$ cat src/fba_pkg.sv
`timescale 1ns / 1ps
`default_nettype none
// ----------------------------------------------------------------------------
// fba_pkg
// Shared widths, operation codes and controller/datapath interface types for
// the frame bitmap allocator.
// ----------------------------------------------------------------------------
package fba_pkg;

    localparam int IDX_W   = 12;
    localparam int CNT_W   = 13;
    localparam int TOTAL_W = 13;

    localparam logic [TOTAL_W-1:0] TOTAL_RESET = 13'd4096;

    localparam logic [1:0] OP_ALLOC = 2'd0;
    localparam logic [1:0] OP_FREE  = 2'd1;
    localparam logic [1:0] OP_MFREE = 2'd2;
    localparam logic [1:0] OP_MUSED = 2'd3;

    typedef struct packed {
        logic accept;
        logic div;
        logic base;
        logic rd;
        logic modify;
        logic advance;
        logic zero_rd;
        logic zero_wr;
        logic fail;
        logic load_out;
        logic clear_wr;
    } t_cmd;

    typedef struct packed {
        logic [1:0] op;
        logic       more;
        logic       in_map;
        logic       has_zero;
        logic       clr_last;
    } t_status;

endpackage
`default_nettype wire

$ cat src/fba_ctrl.sv
`timescale 1ns / 1ps
`default_nettype none
// ----------------------------------------------------------------------------
// fba_ctrl
// Controller: sequences the map clearing pass, the per-word read-modify-write
// loop for each operation, and the output handoff.
// ----------------------------------------------------------------------------
module fba_ctrl (
    input  wire               i_clk,
    input  wire               i_rst_n,
    input  wire               i_valid,
    output logic              o_stall,
    output logic              o_valid,
    input  wire               i_stall,
    output fba_pkg::t_cmd     o_cmd,
    input  fba_pkg::t_status  i_status
);

    typedef enum logic [8:0] {
        S_CLEAR = 9'b000000001,
        S_IDLE  = 9'b000000010,
        S_DIV   = 9'b000000100,
        S_BASE  = 9'b000001000,
        S_READ  = 9'b000010000,
        S_MOD   = 9'b000100000,
        S_ZRD   = 9'b001000000,
        S_ZMOD  = 9'b010000000,
        S_DONE  = 9'b100000000
    } t_state;

    t_state r_state;
    t_state n_state;
    logic   r_out_valid;

    always_comb begin
        n_state = r_state;
        o_cmd   = '0;
        case (r_state)
            S_CLEAR: begin
                o_cmd.clear_wr = 1'b1;
                if (i_status.clr_last) begin
                    n_state = S_IDLE;
                end
            end
            S_IDLE: begin
                if (i_valid) begin
                    o_cmd.accept = 1'b1;
                    n_state      = S_DIV;
                end
            end
            S_DIV: begin
                // allocate scans from word 0 and needs no address split
                if (i_status.op == fba_pkg::OP_ALLOC) begin
                    n_state = S_READ;
                end else begin
                    o_cmd.div = 1'b1;
                    n_state   = S_BASE;
                end
            end
            S_BASE: begin
                o_cmd.base = 1'b1;
                n_state    = S_READ;
            end
            S_READ: begin
                if (i_status.op == fba_pkg::OP_FREE) begin
                    if (i_status.in_map) begin
                        o_cmd.rd = 1'b1;
                        n_state  = S_MOD;
                    end else begin
                        n_state = S_DONE;
                    end
                end else if (i_status.more) begin
                    o_cmd.rd = 1'b1;
                    n_state  = S_MOD;
                end else if (i_status.op == fba_pkg::OP_ALLOC) begin
                    o_cmd.fail = 1'b1;
                    n_state    = S_DONE;
                end else if (i_status.op == fba_pkg::OP_MFREE) begin
                    n_state = S_ZRD;
                end else begin
                    n_state = S_DONE;
                end
            end
            S_MOD: begin
                o_cmd.modify = 1'b1;
                if (i_status.op == fba_pkg::OP_ALLOC) begin
                    if (i_status.has_zero) begin
                        n_state = S_DONE;
                    end else begin
                        o_cmd.advance = 1'b1;
                        n_state       = S_READ;
                    end
                end else if (i_status.op == fba_pkg::OP_FREE) begin
                    n_state = S_DONE;
                end else begin
                    o_cmd.advance = 1'b1;
                    n_state       = S_READ;
                end
            end
            S_ZRD: begin
                o_cmd.zero_rd = 1'b1;
                n_state       = S_ZMOD;
            end
            S_ZMOD: begin
                // frame 0 stays reserved after a mark-free
                o_cmd.zero_wr = 1'b1;
                n_state       = S_DONE;
            end
            S_DONE: begin
                if (!r_out_valid || !i_stall) begin
                    o_cmd.load_out = 1'b1;
                    n_state        = S_IDLE;
                end
            end
            default: begin
                n_state = S_IDLE;
            end
        endcase
    end

    always_ff @(posedge i_clk) begin
        if (!i_rst_n) begin
            r_state     <= S_CLEAR;
            r_out_valid <= 1'b0;
        end else begin
            r_state <= n_state;
            if (o_cmd.load_out) begin
                r_out_valid <= 1'b1;
            end else if (!i_stall) begin
                r_out_valid <= 1'b0;
            end
        end
    end

    assign o_stall = (r_state != S_IDLE);
    assign o_valid = r_out_valid;

endmodule
`default_nettype wire
$ cat config.mk
export PLATFORM = sky130hd
export DESIGN_NAME = fba_ctrl
export DESIGN_NICKNAME = d
export VERILOG_FILES = /design/src/fba_pkg.sv /design/src/fba_ctrl.sv
export SDC_FILE = /design/constraint.sdc
export NUM_CORES = 1
export LEC_CHECK = 0
export ABC_AREA = 1
export BUFFER_PORTS_ARGS = -buffer_cell sky130_fd_sc_hd__buf_2
export CORE_MARGIN = 3
export CORE_UTILIZATION = 41
export DETAILED_ROUTE_END_ITERATION = 6
export GPL_TIMING_DRIVEN = 0
export PLACE_DENSITY = 0.69
export SLEW_MARGIN = 20
export SYNTH_ARGS = -nofsm -noshare
export SYNTH_HDL_FRONTEND = slang
export SYNTH_SLANG_ARGS = --single-unit
$ cat constraint.sdc
create_clock -name i_clk -period 2.4 [get_ports i_clk]
set_input_delay 0.24 -clock i_clk [delete_from_list [all_inputs] [get_ports i_clk]]
set_output_delay 0.24 -clock i_clk [all_outputs]
set_load 0.02 [all_outputs]
### Word-level counts from Yosys, hierarchy flattened

Cells that the tools add are included.

| storage, ports and cells | value |
|---|---|
| bits in registers | 10 |
| input bits | 10 |
| output and inout port bits | 13 |
| word-level logic and storage cells | 60 |

| cells by class | value |
|---|---|
| equal/unequal tests | 16 |
| muxes and demuxes | 37 |
| reduce and logical (&&, ||, !) cells | 5 |

Operator list:

| kind | number |
|---|---|
| two-way mux 9 bit | 11 |
| one-hot mux 9 bit (9 select lines) | 1 |
| two-way mux 1 bit | 23 |
| == test 9 x 1 -> 1 bit, second input constant | 1 |
| == test 9 x 2 -> 1 bit, second input constant | 1 |
| == test 9 x 3 -> 1 bit, second input constant | 1 |
| == test 9 x 4 -> 1 bit, second input constant | 1 |
| == test 9 x 5 -> 1 bit, second input constant | 1 |
| == test 9 x 6 -> 1 bit, second input constant | 1 |
| == test 9 x 7 -> 1 bit, second input constant | 1 |
| == test 9 x 8 -> 1 bit, second input constant | 1 |
| == test 9 bit, second input constant | 1 |
| inequality test 9 x 2 -> 1 bit, second input constant | 1 |
| inequality test 2 bit, second input constant | 3 |
| two-way mux 5 bit | 1 |
| AND reduction 3 bit | 1 |
| == test 2 x 1 -> 1 bit, second input constant | 1 |
| == test 2 bit, second input constant | 1 |
| zero test 1 bit | 2 |
| zero test 2 bit | 1 |
| two-way mux 2 bit | 1 |
| inequality test 2 x 1 -> 1 bit, second input constant | 1 |
| logical OR 1 bit | 1 |

### Longest topological paths before layout

| logic depth | value |
|---|---|
| depth in word-level cells | 6 |
| gate-level depth with buffers | 9 |
| gate-level depth less buffers | 9 |

### Worst setup path after synthesis

No wires, ideal clock.

| path | value |
|---|---|
| path type | register to output |
| from | register r_state[0] |
| to | output port o_cmd[2] in the netlist's numbering |
| arrival | 1.266 ns |
| setup slack | 0.894 ns |
| cell stages (with the launch flop) | 6 |
| buffers on the path | 0 |
| cells stage by stage | dfxtp_1 -> nor2_4 -> nand3_1 -> nor2_1 -> inv_1 -> nor3_1 |

RTL lines:

| element | line | RTL |
|---|---|---|
| start, declared | fba_ctrl.sv:31 | `t_state r_state;` |
| start signal, assigned | fba_ctrl.sv:126 | `r_state <= n_state;` |
| end, declared | fba_ctrl.sv:15 | `output fba_pkg::t_cmd o_cmd,` |

==> report_table.html <==
<table>
<tr><th>Metric</th><th>Value</th></tr>
<tr><th colspan="2">Floorplan</th></tr>
<tr><td>Die width</td><td>46.2 µm</td></tr>
<tr><td>Core region area</td><td>approximately 1400 µm²</td></tr>
<tr><td>Starting density of the core</td><td>47.4%</td></tr>
<tr><td>Die ar.</td><td>2140 µm²</td></tr>
<tr><td>Die H</td><td>46.2 µm</td></tr>
<tr><td>Total I/O pin count</td><td>23</td></tr>
<tr><td>Row Count</td><td>13</td></tr>
<tr><th colspan="2">Cells and area</th></tr>
<tr><td>Area grow syn2layout</td><td>22.8%</td></tr>
<tr><td>Share of layout cells above drive strength 1</td><td>31.3%</td></tr>
<tr><td>Total Nets Final</td><td>approximately 140</td></tr>
<tr><td>Layout Utilization</td><td>58.2%</td></tr>
<tr><td>Number of antenna cells inserted</td><td>0</td></tr>
<tr><th colspan="2">Clock tree</th></tr>
<tr><td>CTS root buf</td><td>clkbuf_4</td></tr>
<tr><td>TritonCTS clock tree</td><td>done</td></tr>
<tr><td>Number of gates resized after CTS</td><td>0</td></tr>
<tr><td>Number of hold-repair buffers added at the cts stage</td><td>0</td></tr>
<tr><td>Post CTS Setup Buffer Count</td><td>0</td></tr>
<tr><td>Clock sink total</td><td>10</td></tr>
<tr><td>Clock Latency Late Sink</td><td>0.26 ns</td></tr>
<tr><td>Maximum level of the CTS H-tree</td><td>1</td></tr>
<tr><td>Cts bufs inserted</td><td>3</td></tr>
<tr><td>Clock-pin slew reported for the worst setup and hold paths after clock tree synthesis</td><td>0.06 ns</td></tr>
<tr><td>Maximum clock path buffer count</td><td>2</td></tr>
<tr><th colspan="2">Routing</th></tr>
<tr><td>DRC violation count after routing</td><td>0</td></tr>
<tr><td>Avg Vias per Cell</td><td>4.64</td></tr>
<tr><td>Number of violations reported at the end of detailed-routing iteration 0</td><td>20</td></tr>
<tr><td>Drt pass-1 iters</td><td>4</td></tr>
<tr><td>Post-route ant nets</td><td>0</td></tr>
<tr><td>Mean routed wirelength per cell</td><td>around 9.5 µm</td></tr>
<tr><td>Total length of routed wires</td><td>1380 µm</td></tr>
<tr><td>Via count</td><td>between 600 and 700</td></tr>
<tr><th colspan="2">Min path</th></tr>
<tr><td>Hold Path Cell Cnt</td><td>2</td></tr>
<tr><td>Tightest Hold Check Type</td><td>in -&gt; reg</td></tr>
<tr><td>Worst Hold End</td><td>r_state[6]</td></tr>
<tr><td>Hold_sp</td><td>i_status[3]</td></tr>
<tr><th colspan="2">STA</th></tr>
<tr><td>Setup repair after global routing missed its margin</td><td>false</td></tr>
<tr><td>Final Setup Violations</td><td>0</td></tr>
<tr><td>Headroom to the max-slew limit</td><td>79.7%</td></tr>
<tr><td>Setup skew after layout</td><td>0.00454 ns</td></tr>
<tr><td>Pin slew with the least headroom to its limit</td><td>0.301 ns</td></tr>
<tr><td>Number of hold violations in the final report</td><td>0</td></tr>
<tr><td>Total Neg Setup Slack</td><td>0 ns</td></tr>
<tr><td>Tmin final</td><td>between 1.5 and 2 ns</td></tr>
<tr><td>Period utilization</td><td>74.7%</td></tr>
<tr><td>Pins over their slew limit</td><td>0</td></tr>
<tr><td>Maximum clock rate</td><td>558 MHz</td></tr>
<tr><th colspan="2">Place</th></tr>
<tr><td>Detailed Place HPWL</td><td>between 1000 and 1500 µm</td></tr>
<tr><td>Port bufs</td><td>22</td></tr>
<tr><td>RePlAce Congestion</td><td>0.765</td></tr>
<tr><th colspan="2">Power and ir drop</th></tr>
<tr><td>Leakage</td><td>0.000477 µW</td></tr>
<tr><td>Proportion of total power due to net switching</td><td>28.2%</td></tr>
<tr><td>Net load switching power</td><td>100 µW</td></tr>
<tr><td>Combinational fraction of design power</td><td>19.6%</td></tr>
<tr><td>Clock share of power</td><td>30.2%</td></tr>
<tr><td>Internal Dissipation</td><td>255 µW</td></tr>
<tr><td>Largest voltage drop on the vdd net</td><td>about 230 µV</td></tr>
<tr><td>Share of total power in sequential cells</td><td>around half</td></tr>
<tr><td>Power density relative to cell area</td><td>437 nW/µm²</td></tr>
<tr><th colspan="2">Run status</th></tr>
<tr><td>Status</td><td>finished clean</td></tr>
<tr><th colspan="2">Logic synthesis</th></tr>
<tr><td>EDFF count, synth</td><td>0</td></tr>
<tr><td>#FFs+latches synth</td><td>10</td></tr>
<tr><td>FFs w/ async S/R, synth</td><td>0%</td></tr>
<tr><td>Area share of the largest cell type after synthesis</td><td>30.2%</td></tr>
<tr><td>Top area cells in the synthesized netlist</td><td>dfxtp_1, nor2_1, inv_1</td></tr>
<tr><td>Largest area contributor in the netlist</td><td>dfxtp_1</td></tr>
<tr><td>Portion of the post-synthesis area used by sequential elements</td><td>approximately 30%</td></tr>
<tr><td>Syn_nets</td><td>116</td></tr>
<tr><td>Cell types with the highest counts after synthesis</td><td>nor2_1, inv_1, nand2_1</td></tr>
<tr><td>Cell with the most instances after synthesis</td><td>nor2_1</td></tr>
<tr><td>Dominant synthesized flop cell</td><td>dfxtp_1</td></tr>
<tr><td>Average cell area after synthesis</td><td>6.26 µm²</td></tr>
<tr><td>Netlist Area Pre-Place</td><td>663 µm²</td></tr>
<tr><td>Count of mapped cells out of synthesis</td><td>between 100 and 150</td></tr>
<tr><td>Synth Warn #</td><td>0</td></tr>
<tr><td>Yosys cell types</td><td>21</td></tr>
<tr><th colspan="2">Critical path</th></tr>
<tr><td>Arrival @ worst endpoint</td><td>1.55 ns</td></tr>
<tr><td>RR Endpoint</td><td>r_state[1]</td></tr>
<tr><td>Critical path start-end classification</td><td>reg -&gt; out</td></tr>
<tr><td>Count of cells along the worst register-to-register path</td><td>8</td></tr>
<tr><td>Maximum fanout along the worst path</td><td>6</td></tr>
<tr><td>Endpoint type of the worst setup path</td><td>output port</td></tr>
<tr><td>Worst-case register-to-register setup slack</td><td>approximately 1.1 ns</td></tr>
<tr><td>Reg-to-reg critical path startpoint</td><td>r_state[2]</td></tr>
<tr><td>Req. time, crit path</td><td>2.16 ns</td></tr>
<tr><td>Startpoint type of the worst setup path</td><td>register</td></tr>
<tr><th colspan="2">Global routing</th></tr>
<tr><td>Via count of the first global-routing pass</td><td>about 560</td></tr>
<tr><td>Total global routing track utilization</td><td>approximately 15%</td></tr>
<tr><td>Number of antenna violations at the first check in global routing</td><td>0</td></tr>
<tr><td>Global-route wire length before repair</td><td>approximately 2300 µm</td></tr>
<tr><td>Pin count of the biggest net entering global routing</td><td>8</td></tr>
<tr><td>Overflow left after global routing</td><td>0</td></tr>
<tr><th colspan="2">Run</th></tr>
<tr><td>Number of max-cap violations</td><td>0</td></tr>
</table>
-- placed cells by master (no fill, tap or decap) --
cell type  netlist  final
nor3_1           4      4
inv_1           20     20
nor4_2           1      1
nor3b_1          1      1
nor2_4           2      2
nor2_1          22     22
nor4_1           1      1
nand2_2          2      2
buf_2            0     22
nand3b_2         1      1
nand3b_1         1      1
nand2_1         17     17
o211ai_1         1      1
a21oi_1          1      1
nor3_2           1      1
nand3_1         10     10
nor2_2           4      4
inv_2            2      2
o21ai_0          2      2
dfxtp_1         10     10
clkbuf_4         0      3
or2_2            1      1
nand3_2          2      2
-- worst max path at each step --
stage,start,end,depth (start not counted)
after global routing,r_state[2],o_cmd[2],6
after global placement,r_state[2],o_cmd[2],6
after CTS,r_state[2],o_cmd[2],6
final,r_state[2],o_cmd[2],6
after floorplan,r_state[0],o_cmd[2],5
after detailed placement,r_state[2],o_cmd[2],6
-- per-stage QoR --
stage | instance area, µm² | hold WS (ns) | total power, µW | setup slack [ns] | cells
floorplan | 663 | 0.309 | 230 | 0.894 | 106
global placement | 792 | 0.441 | 251 | 0.925 | 143
detailed placement | 792 | 0.440 | 252 | 0.914 | 143
CTS | 815 | 0.167 | 359 | 0.624 | 146
global route | 815 | 0.180 | 377 | 0.475 | 146
finish | 815 | 0.170 | 356 | 0.607 | 146
-- worst max-delay path, stage by stage, from the launching register on --
cell and delay [ns]:
dfxtp_1 0.34, nor2_4 0.19, nand3_1 0.10, nor2_1 0.21, inv_1 0.13, nor3_1 0.14, buf_2 0.19
-- cell families (layout without fill, tap and decap cells) --
kind of cell | after synthesis | count (layout) | synth area share, %
AND/OR/NAND/NOR | 70 | 70 | 54.0
flip-flops | 10 | 10 | 30.2
buffers and inverters | 22 | 47 | 12.5
AO/OA/AOI/OAI | 4 | 4 | 3.40
-- routing by layer --
layer,track usage (%),up-vias,share of wire (%)
met4,8.52,0,1.8
li1,-,380,-
met1,19.6,275,49
met5,0,-,0
met3,3.52,4,6.5
met2,22.5,19,43
-- sequential cells by signal, indices dropped and copies added (netlist names) --
name     count
r_state      9
o_valid      1
-- cell type report --
type                    instances  area [µm²]
multi-input cells              74         380
clock buffers                   3        22.5
well taps                      15        18.8
inverters                      22        82.6
flip-flops and latches         10         200
repair buffers                 22         110
fillers                       144         584
-- power by group through the flow --
stage | registers (µW) | logic [µW] | clock network, µW
2_1_floorplan | 181 | 49.2 | 0
3_3_place_gp | 182 | 69.3 | 0
3_5_place_dp | 182 | 70.1 | 0
4_1_cts | 178 | 70.5 | 110
5_1_grt | 179 | 78.2 | 120
6_report | 178 | 69.8 | 108
No activity file was read; power rests on OpenSTA's default activity.
